$ cat src/rtl/tpt_pkg.sv
// shared types and constants for the text partition table parser
// no dependencies; imported by every module of the block
package tpt_pkg;

	localparam int SECTOR_BITS   = 9;
	localparam int POS_BITS      = 31;
	localparam int CNT_BITS      = 28;
	localparam int VAL_BITS      = 64;
	localparam int SECT_OFF_BITS = 23;
	localparam int IDX_BITS      = 9;
	localparam int DIGIT_BITS    = 4;

	localparam int FIFO_DEPTH = 4;
	localparam int FIFO_AW    = $clog2(FIFO_DEPTH);

	localparam int IN_DATA_BITS  = 8;
	localparam int IN_USER_BITS  = 2;
	localparam int OUT_USER_BITS = 2;
	localparam int OUT_PAY_BITS  = CNT_BITS + 2 * VAL_BITS + SECT_OFF_BITS + IDX_BITS;
	localparam int OUT_DATA_BITS = ((OUT_PAY_BITS + 7) / 8) * 8;

	typedef enum logic [1:0] {
		KIND_RECORD,
		KIND_VALID_END,
		KIND_NOT_TABLE,
		KIND_READ_ERROR
	} kind_t;

	typedef enum logic [2:0] {
		OP_NOP,
		OP_DIG_START,
		OP_DIG_END,
		OP_RECORD,
		OP_FINISH,
		OP_ERROR
	} op_t;

	typedef struct packed {
		logic                  restart;
		op_t                   op;
		logic [DIGIT_BITS-1:0] digit;
		logic [POS_BITS-1:0]   line_start;
	} token_t;

	typedef struct packed {
		kind_t                    kind;
		logic [CNT_BITS-1:0]      part_number;
		logic [VAL_BITS-1:0]      part_start;
		logic [VAL_BITS-1:0]      part_length;
		logic [SECT_OFF_BITS-1:0] sector_offset;
		logic [IDX_BITS-1:0]      byte_index;
	} result_t;

	function automatic logic [SECT_OFF_BITS-1:0] sect_off(input logic [POS_BITS-1:0] ls);
		logic [SECT_OFF_BITS-1:0] s;
		s = SECT_OFF_BITS'(ls >> SECTOR_BITS);
		return s + SECT_OFF_BITS'(1);
	endfunction

	function automatic logic [VAL_BITS-1:0] mul10_add(input logic [VAL_BITS-1:0] v,
		input logic [DIGIT_BITS-1:0] d);
		return (v << 3) + (v << 1) + VAL_BITS'(d);
	endfunction

endpackage

$ cat src/rtl/text_partition_table_parser.sv
// Text partition table parser, top level: one table byte per beat in, one
// result per beat out. Sustains one byte per clock; a byte's token is queued,
// then its result is registered for output. The front end classifies
// each byte and feeds a four-entry token queue, the back end does the 64-bit
// multiply-by-ten accumulate and fills the output register, so the input
// keeps flowing while a result waits and stalls only when the queue is full.
// depends on tpt_pkg, tpt_front, tpt_fifo, tpt_back
module text_partition_table_parser (
	input  logic                               clk,
	input  logic                               arst_n,
	input  logic                               s_tvalid,
	output logic                               s_tready,
	input  logic [tpt_pkg::IN_DATA_BITS-1:0]   s_tdata,  // data_byte
	input  logic [tpt_pkg::IN_USER_BITS-1:0]   s_tuser,  // first_byte, read_error
	output logic                               m_tvalid,
	input  logic                               m_tready,
	// part_number, part_start, part_length, sector_offset, byte_index, zero pad
	output logic [tpt_pkg::OUT_DATA_BITS-1:0]  m_tdata,
	output logic [tpt_pkg::OUT_USER_BITS-1:0]  m_tuser   // kind
);
	import tpt_pkg::*;

	logic    push;
	logic    full;
	token_t  wr_token;
	logic    tok_valid;
	logic    tok_ready;
	token_t  tok;
	result_t res;

	tpt_front u_front (
		.clk        (clk),
		.arst_n     (arst_n),
		.in_valid   (s_tvalid),
		.in_ready   (s_tready),
		.data_byte  (s_tdata[7:0]),
		.first_byte (s_tuser[0]),
		.read_error (s_tuser[1]),
		.push       (push),
		.token      (wr_token),
		.full       (full)
	);

	tpt_fifo u_fifo (
		.clk      (clk),
		.arst_n   (arst_n),
		.push     (push),
		.wr_token (wr_token),
		.full     (full),
		.rd_valid (tok_valid),
		.rd_ready (tok_ready),
		.rd_token (tok)
	);

	tpt_back u_back (
		.clk       (clk),
		.arst_n    (arst_n),
		.tok_valid (tok_valid),
		.tok_ready (tok_ready),
		.tok       (tok),
		.res_valid (m_tvalid),
		.res_ready (m_tready),
		.res       (res)
	);

	assign m_tdata = OUT_DATA_BITS'({res.byte_index, res.sector_offset, res.part_length,
		res.part_start, res.part_number});
	assign m_tuser = res.kind;

endmodule

$ cat src/rtl/tpt_front.sv
// front end: accepts table bytes, tracks line syntax and position, emits tokens
// depends on tpt_pkg
module tpt_front (
	input  logic                          clk,
	input  logic                          arst_n,
	input  logic                          in_valid,
	output logic                          in_ready,
	input  logic [7:0]                    data_byte,
	input  logic                          first_byte,
	input  logic                          read_error,
	output logic                          push,
	output tpt_pkg::token_t               token,
	input  logic                          full
);
	import tpt_pkg::*;

	typedef enum logic [2:0] {
		PH_SIG,
		PH_NAME,
		PH_START,
		PH_END,
		PH_DONE
	} phase_t;

	localparam logic [7:0] CH_SPACE = 8'h20;
	localparam logic [7:0] CH_NL    = 8'h0a;
	localparam logic [2:0] SIG_LAST = 3'd4;

	function automatic logic [7:0] sig_char(input logic [2:0] i);
		logic [7:0] c;
		case (i)
			3'd0:    c = 8'h70;
			3'd1:    c = 8'h61;
			3'd2:    c = 8'h72;
			3'd3:    c = 8'h74;
			default: c = CH_SPACE;
		endcase
		return c;
	endfunction

	function automatic logic is_digit(input logic [7:0] c);
		return c >= 8'h30 && c <= 8'h39;
	endfunction

	function automatic logic is_alnum(input logic [7:0] c);
		return is_digit(c) || (c >= 8'h61 && c <= 8'h7a) || (c >= 8'h41 && c <= 8'h5a);
	endfunction

	phase_t              phase_q, ph, nxt_phase;
	logic [2:0]          sig_pos_q, sp, nxt_sp;
	logic                sig_bad_q, bad, nxt_bad;
	logic                name_seen_q, ns, nxt_ns;
	logic [POS_BITS-1:0] byte_pos_q, bp, nxt_bp;
	logic [POS_BITS-1:0] line_start_q, ls, nxt_ls;
	logic                accept;
	op_t                 op;

	assign in_ready = !full;
	assign accept   = in_valid && in_ready;

	always_comb begin
		ph        = first_byte ? PH_SIG : phase_q;
		sp        = first_byte ? 3'd0 : sig_pos_q;
		bad       = first_byte ? 1'b0 : sig_bad_q;
		ns        = first_byte ? 1'b0 : name_seen_q;
		bp        = first_byte ? '0 : byte_pos_q;
		ls        = first_byte ? '0 : line_start_q;
		nxt_phase = ph;
		nxt_sp    = sp;
		nxt_bad   = bad;
		nxt_ns    = ns;
		nxt_bp    = bp;
		nxt_ls    = ls;
		op        = OP_NOP;
		if (ph == PH_DONE) begin
			op = OP_NOP;
		end else if (read_error) begin
			op        = OP_ERROR;
			nxt_phase = PH_DONE;
		end else begin
			nxt_bp = bp + 1'b1;
			unique case (ph)
				PH_SIG: begin
					nxt_bad = bad | (data_byte != sig_char(sp));
					nxt_sp  = sp + 3'd1;
					if (sp == SIG_LAST) begin
						if (nxt_bad) begin
							op        = OP_FINISH;
							nxt_phase = PH_DONE;
						end else begin
							nxt_phase = PH_NAME;
						end
					end
				end
				PH_NAME: begin
					if (is_alnum(data_byte)) begin
						nxt_ns = 1'b1;
					end else if (data_byte != CH_SPACE || !ns) begin
						op        = OP_FINISH;
						nxt_phase = PH_DONE;
					end else begin
						nxt_phase = PH_START;
					end
				end
				PH_START: begin
					if (is_digit(data_byte)) begin
						op = OP_DIG_START;
					end else if (data_byte != CH_SPACE) begin
						op        = OP_FINISH;
						nxt_phase = PH_DONE;
					end else begin
						nxt_phase = PH_END;
					end
				end
				PH_END: begin
					if (is_digit(data_byte)) begin
						op = OP_DIG_END;
					end else if (data_byte != CH_NL) begin
						op        = OP_FINISH;
						nxt_phase = PH_DONE;
					end else begin
						op        = OP_RECORD;
						nxt_ls    = nxt_bp;
						nxt_phase = PH_SIG;
						nxt_sp    = 3'd0;
						nxt_bad   = 1'b0;
						nxt_ns    = 1'b0;
					end
				end
				default: begin
					nxt_phase = PH_DONE;
				end
			endcase
		end
	end

	assign push             = accept && (first_byte || op != OP_NOP);
	assign token.restart    = first_byte;
	assign token.op         = op;
	assign token.digit      = data_byte[DIGIT_BITS-1:0];
	assign token.line_start = ls;

	always_ff @(posedge clk or negedge arst_n) begin
		if (!arst_n) begin
			phase_q      <= PH_SIG;
			sig_pos_q    <= 3'd0;
			sig_bad_q    <= 1'b0;
			name_seen_q  <= 1'b0;
			byte_pos_q   <= '0;
			line_start_q <= '0;
		end else if (accept) begin
			phase_q      <= nxt_phase;
			sig_pos_q    <= nxt_sp;
			sig_bad_q    <= nxt_bad;
			name_seen_q  <= nxt_ns;
			byte_pos_q   <= nxt_bp;
			line_start_q <= nxt_ls;
		end
	end

endmodule

$ cat src/rtl/tpt_fifo.sv
// short token queue between front end and back end
// depends on tpt_pkg
module tpt_fifo (
	input  logic            clk,
	input  logic            arst_n,
	input  logic            push,
	input  tpt_pkg::token_t wr_token,
	output logic            full,
	output logic            rd_valid,
	input  logic            rd_ready,
	output tpt_pkg::token_t rd_token
);
	import tpt_pkg::*;

	localparam logic [FIFO_AW:0] COUNT_FULL = (FIFO_AW + 1)'(FIFO_DEPTH);

	token_t             mem_q [FIFO_DEPTH];
	logic [FIFO_AW-1:0] wr_ptr_q;
	logic [FIFO_AW-1:0] rd_ptr_q;
	logic [FIFO_AW:0]   count_q;
	logic               pop;

	assign full     = count_q == COUNT_FULL;
	assign rd_valid = count_q != '0;
	assign rd_token = mem_q[rd_ptr_q];
	assign pop      = rd_valid && rd_ready;

	always_ff @(posedge clk) begin
		if (push) begin
			mem_q[wr_ptr_q] <= wr_token;
		end
	end

	always_ff @(posedge clk or negedge arst_n) begin
		if (!arst_n) begin
			wr_ptr_q <= '0;
			rd_ptr_q <= '0;
			count_q  <= '0;
		end else begin
			if (push) begin
				wr_ptr_q <= wr_ptr_q + 1'b1;
			end
			if (pop) begin
				rd_ptr_q <= rd_ptr_q + 1'b1;
			end
			if (push && !pop) begin
				count_q <= count_q + 1'b1;
			end else if (pop && !push) begin
				count_q <= count_q - 1'b1;
			end
		end
	end

endmodule

$ cat src/rtl/tpt_back.sv
// back end: accumulates start and end values, counts records, builds results
// depends on tpt_pkg
module tpt_back (
	input  logic             clk,
	input  logic             arst_n,
	input  logic             tok_valid,
	output logic             tok_ready,
	input  tpt_pkg::token_t  tok,
	output logic             res_valid,
	input  logic             res_ready,
	output tpt_pkg::result_t res
);
	import tpt_pkg::*;

	logic [CNT_BITS-1:0] rec_count_q, rc, nxt_rc;
	logic [VAL_BITS-1:0] start_q, sv, nxt_sv;
	logic [VAL_BITS-1:0] end_q, ev, nxt_ev;
	logic                res_valid_q;
	result_t             res_q, nxt_res;
	logic                pop;
	logic                emit;

	assign tok_ready = !res_valid_q || res_ready;
	assign pop       = tok_valid && tok_ready;
	assign res_valid = res_valid_q;
	assign res       = res_q;

	always_comb begin
		rc = tok.restart ? '0 : rec_count_q;
		sv = tok.restart ? '0 : start_q;
		ev = tok.restart ? '0 : end_q;
		nxt_rc = rc;
		nxt_sv = sv;
		nxt_ev = ev;
		nxt_res.kind          = KIND_RECORD;
		nxt_res.part_number   = '0;
		nxt_res.part_start    = '0;
		nxt_res.part_length   = '0;
		nxt_res.sector_offset = sect_off(tok.line_start);
		nxt_res.byte_index    = tok.line_start[IDX_BITS-1:0];
		emit                  = 1'b0;
		unique case (tok.op)
			OP_DIG_START: begin
				nxt_sv = mul10_add(sv, tok.digit);
			end
			OP_DIG_END: begin
				nxt_ev = mul10_add(ev, tok.digit);
			end
			OP_RECORD: begin
				emit                = 1'b1;
				nxt_res.part_number = rc;
				nxt_res.part_start  = sv;
				nxt_res.part_length = ev - sv;
				nxt_rc              = rc + 1'b1;
				nxt_sv              = '0;
				nxt_ev              = '0;
			end
			OP_FINISH: begin
				emit = 1'b1;
				if (rc != '0) begin
					nxt_res.kind        = KIND_VALID_END;
					nxt_res.part_number = rc;
				end else begin
					nxt_res.kind = KIND_NOT_TABLE;
				end
			end
			OP_ERROR: begin
				emit         = 1'b1;
				nxt_res.kind = KIND_READ_ERROR;
			end
			default: begin
				emit = 1'b0;
			end
		endcase
	end

	always_ff @(posedge clk or negedge arst_n) begin
		if (!arst_n) begin
			rec_count_q <= '0;
			start_q     <= '0;
			end_q       <= '0;
			res_valid_q <= 1'b0;
		end else begin
			if (pop && emit) begin
				res_valid_q <= 1'b1;
			end else if (res_ready) begin
				res_valid_q <= 1'b0;
			end
			if (pop) begin
				rec_count_q <= nxt_rc;
				start_q     <= nxt_sv;
				end_q       <= nxt_ev;
			end
		end
	end

	always_ff @(posedge clk) begin
		if (pop && emit) begin
			res_q <= nxt_res;
		end
	end

endmodule

$ cat config.mk
export PLATFORM = sky130hd
export DESIGN_NAME = text_partition_table_parser
export DESIGN_NICKNAME = d
export VERILOG_FILES = /design/src/rtl/tpt_pkg.sv /design/src/rtl/text_partition_table_parser.sv /design/src/rtl/tpt_front.sv /design/src/rtl/tpt_fifo.sv /design/src/rtl/tpt_back.sv
export SDC_FILE = /design/constraint.sdc
export NUM_CORES = 2
export LEC_CHECK = 0
export ABC_CLOCK_PERIOD_IN_PS = 14670
export BUFFER_PORTS_ARGS = -buffer_cell sky130_fd_sc_hd__buf_4
export CAP_MARGIN = 15
export CORE_ASPECT_RATIO = 0.6
export CORE_MARGIN = 10
export CORE_UTILIZATION = 39
export CTS_CLUSTER_SIZE = 28
export DETAILED_ROUTE_END_ITERATION = 8
export HOLD_SLACK_MARGIN = 0.08
export SETUP_SLACK_MARGIN = 0.02
export SLEW_MARGIN = 10
export SYNTH_ARGS = -nofsm -noshare
export SYNTH_HDL_FRONTEND = slang
export SYNTH_HIERARCHICAL = 1
export SYNTH_SLANG_ARGS = --single-unit
$ cat constraint.sdc
create_clock -name clk -period 14.67 [get_ports clk]
set_input_delay 1.467 -clock clk [delete_from_list [all_inputs] [get_ports clk]]
set_output_delay 1.467 -clock clk [all_outputs]
set_load 0.02 [all_outputs]
==> metrics <==
status complete, no violations; Crit Path Max Fanout 58; Distinct cells, synth 102; deepest clock path buffer count 3; CTS resizes 0; first-pass GRT wire length 172000 um; total grt overflow 0; critical path type flop to flop; clk sinks 580; sequential fraction of the synthesis area 0.437; via count 29174; CTS tree done; worst hold slack 0.471 ns; Final Max Tran Viols 0; Cell Area, Placed 39700 um2; cell taking the most area after synthesis edfxtp_1; switching part of the total power 0.408; WL final 113000 um; post-CTS setup buffer count 0; DP HPWL 83500 um; FP Rows 87; unrepaired setup endpoints after global routing no; clock skew 0.0508 ns; synth-to-layout area growth 12.4%; top cells by count, synth 369 x nand2_1, 346 x edfxtp_1, 318 x ha_1; clk slew on worst S/H paths 0.06 ns; # DRC 0; Layout fillers 9033; CP required 15.08 ns; Max IR drop VDD 204 uV; Startpoint Class flop; DR vias/cell 5.68; GRT Util Overall 0.201; gpl congestion 0.960; minimum clock period 6.51 ns; headroom to the max-slew limit 0.146; total clock buffers created by CTS 59; ys async rst share 0.403; final count of negative-setup-slack endpoints 0; DR WL/cell 22.1 um; cell internal pwr 4140 uW; Final nets 4170; die area 109000 um2; I/O Buffers 205; initial antenna violation count 1; drt pass-1 iters 5; Flop pwr share 0.347; crit path DAT 6.92 ns; final instance area 41800 um2; synth warn 6; Worst setup EP type flop; utilization after layout 0.444; NetSw 2850 uW; PD cells 167 nW/um2; pin count of the biggest net entering global routing 132; Top FF cell, synth edfxtp_1; Max Cap Viol 0; Clk pwr share 0.234; core region area 94300 um2; layout cell share with drive strength beyond 1 0.110; # hold bufs at CTS 0; Final ANT Viol Nets 0; Mapped Area 37200 um2; Die X 419 um; die height 259 um; Synth Area per Inst 10.0 um2; Initial DRC Count 2967; setup ws final 8.16 ns; Mapped Cells 3722; Max Fclk 0.154 GHz; number of global-route vias before repair 27201; actual transition at the worst max-transition pin 1.28 ns; Initial Util 0.395; FF+latch count, synth 580; Pleak 0.0185 uW; Final period util 0.443; top-count cell post-synth nand2_1; top cell type's share of synthesized area 0.279; Fin. Hold Viols 0; io pins 210; Area contributors post-synth edfxtp_1 28%, dfrtp_1 16%, ha_1 11%, nand2_1 3.7%, o21ai_0 3.6%; type of the tightest min-delay check flop to flop; CTS H-tree lvls 2; setup TNS 0 ns; Clock Latency Late Sink 0.68 ns; CTS root buf clkbuf_16; Comb power frac 0.419; pre-CTS setup slack 8.38 ns; Post-synth EDFFs 346
## layout make-up
class	count	area, um2	area share
Sequential cell	580	16200	0.388
Multi-Input combinational cell	2826	19700	0.470
Timing Repair Buffer	228	1720	0.0411
Clock inverter	39	503	0.0120
Antenna cell	2	5.00	0.000120
Inverter	139	529	0.0127
Tap cell	1246	1560	0.0373
Clock buffer	73	1600	0.0382
## critical path, stage by stage (launching register included)
cell	delay, ns
dfrtp_2	0.37
mux4_4	1.00
nor2b_1	0.45
inv_1	0.09
ha_1	0.23
fa_1	0.38
nor2b_1	0.18
o21ai_0	0.14
a21oi_1	0.27
o221ai_1	0.31
a211o_1	0.44
a2111oi_1	1.15
o21bai_1	0.19
a21oi_1	0.47
o22ai_1	0.25
mux2i_1	0.20
nand3_1	0.09
## layout by cell type (no fill, tap or decap), types with 109 or more instances in the layout
cell type / netlist / routed
nand2_1: 369 / 368
edfxtp_1: 346 / 346
ha_1: 318 / 318
o21ai_0: 266 / 266
nor2_1: 261 / 261
a21oi_1: 241 / 241
dfrtp_1: 234 / 233
buf_4: 14 / 226
inv_1: 137 / 136
nor2b_1: 129 / 128
xnor2_1: 128 / 128
xor2_1: 111 / 111
a21o_1: 109 / 109
## power groups by stage
stage	clock network [uW]	logic (uW)	registers, uW
floorplan	0	1480	2790
global placement	0	2930	2460
detailed placement	0	2930	2460
CTS	1680	2950	2440
global route	1750	3160	2470
finish	1640	2930	2430
## metrics by stage
stage               power, uW  cells
CTS                      7070   5130
finish                   7000   5133
global placement         5390   5018
floorplan                4260   3725
global route             7380   5131
detailed placement       5400   5018
## cell families (layout without fill, tap and decap cells)
logic type               Yosys count  count (layout)  share of synthesized area
XOR/XNOR                         239             239                     0.0563
AND/OR/NAND/NOR                 1253            1253                      0.170
buffers and inverters            319             479                     0.0368
other                              1               6                   0.000101
adder cells (fa/ha/maj)          322             322                      0.109
AO/OA/AOI/OAI                    958             958                      0.164
multiplexers                      50              50                     0.0267
flip-flops                       580             580                      0.437
## per-layer routing
layer	global-route usage	up-vias	share of wire
met2	0.255	1046	0.37
li1	-	13862	-
met1	0.329	14181	0.52
met5	0	-	0
met3	0.0592	85	0.099
met4	0.0308	0	0.013
## sequential cells by signal, indices dropped and copies added (netlist names)
| register | cells |
|---|---|
| u_front/sig_bad_q | 1 |
| u_fifo/count_q | 3 |
| u_fifo/wr_ptr_q | 2 |
| u_front/sig_pos_q | 3 |
| u_back/start_q | 64 |
| u_back/rec_count_q | 28 |
| u_front/phase_q | 3 |
| u_front/byte_pos_q | 31 |
| u_front/name_seen_q | 1 |
| u_fifo/rd_ptr_q | 2 |
| u_fifo/mem_q | 156 |
| u_back/res_valid | 1 |
| u_back/end_q | 64 |
| u_back/res | 190 |
| u_front/line_start_q | 31 |
## worst paths after layout
check | from | to | slack, ns | cells past startpoint
min in group asynchronous | arst_n | u_back/start_q[25]$_DFFE_PN0P_ | 0.83 | 1
max reg2reg | u_fifo/rd_ptr_q[0]$_DFFE_PN0P_ | u_back/res[84]$_SDFFCE_PN0P_ | 8.16 | 16
max | u_fifo/rd_ptr_q[0]$_DFFE_PN0P_ | u_back/res[84]$_SDFFCE_PN0P_ | 8.16 | 16
max in group asynchronous | arst_n | u_front/line_start_q[1]$_DFFE_PN0P_ | 12.09 | 3
min | u_back/end_q[40]$_DFFE_PN0P_ | u_back/end_q[40]$_DFFE_PN0P_ | 0.47 | 2
min reg2reg | u_back/end_q[40]$_DFFE_PN0P_ | u_back/end_q[40]$_DFFE_PN0P_ | 0.47 | 2
Note: power is estimated with default switching activity, not from simulation.
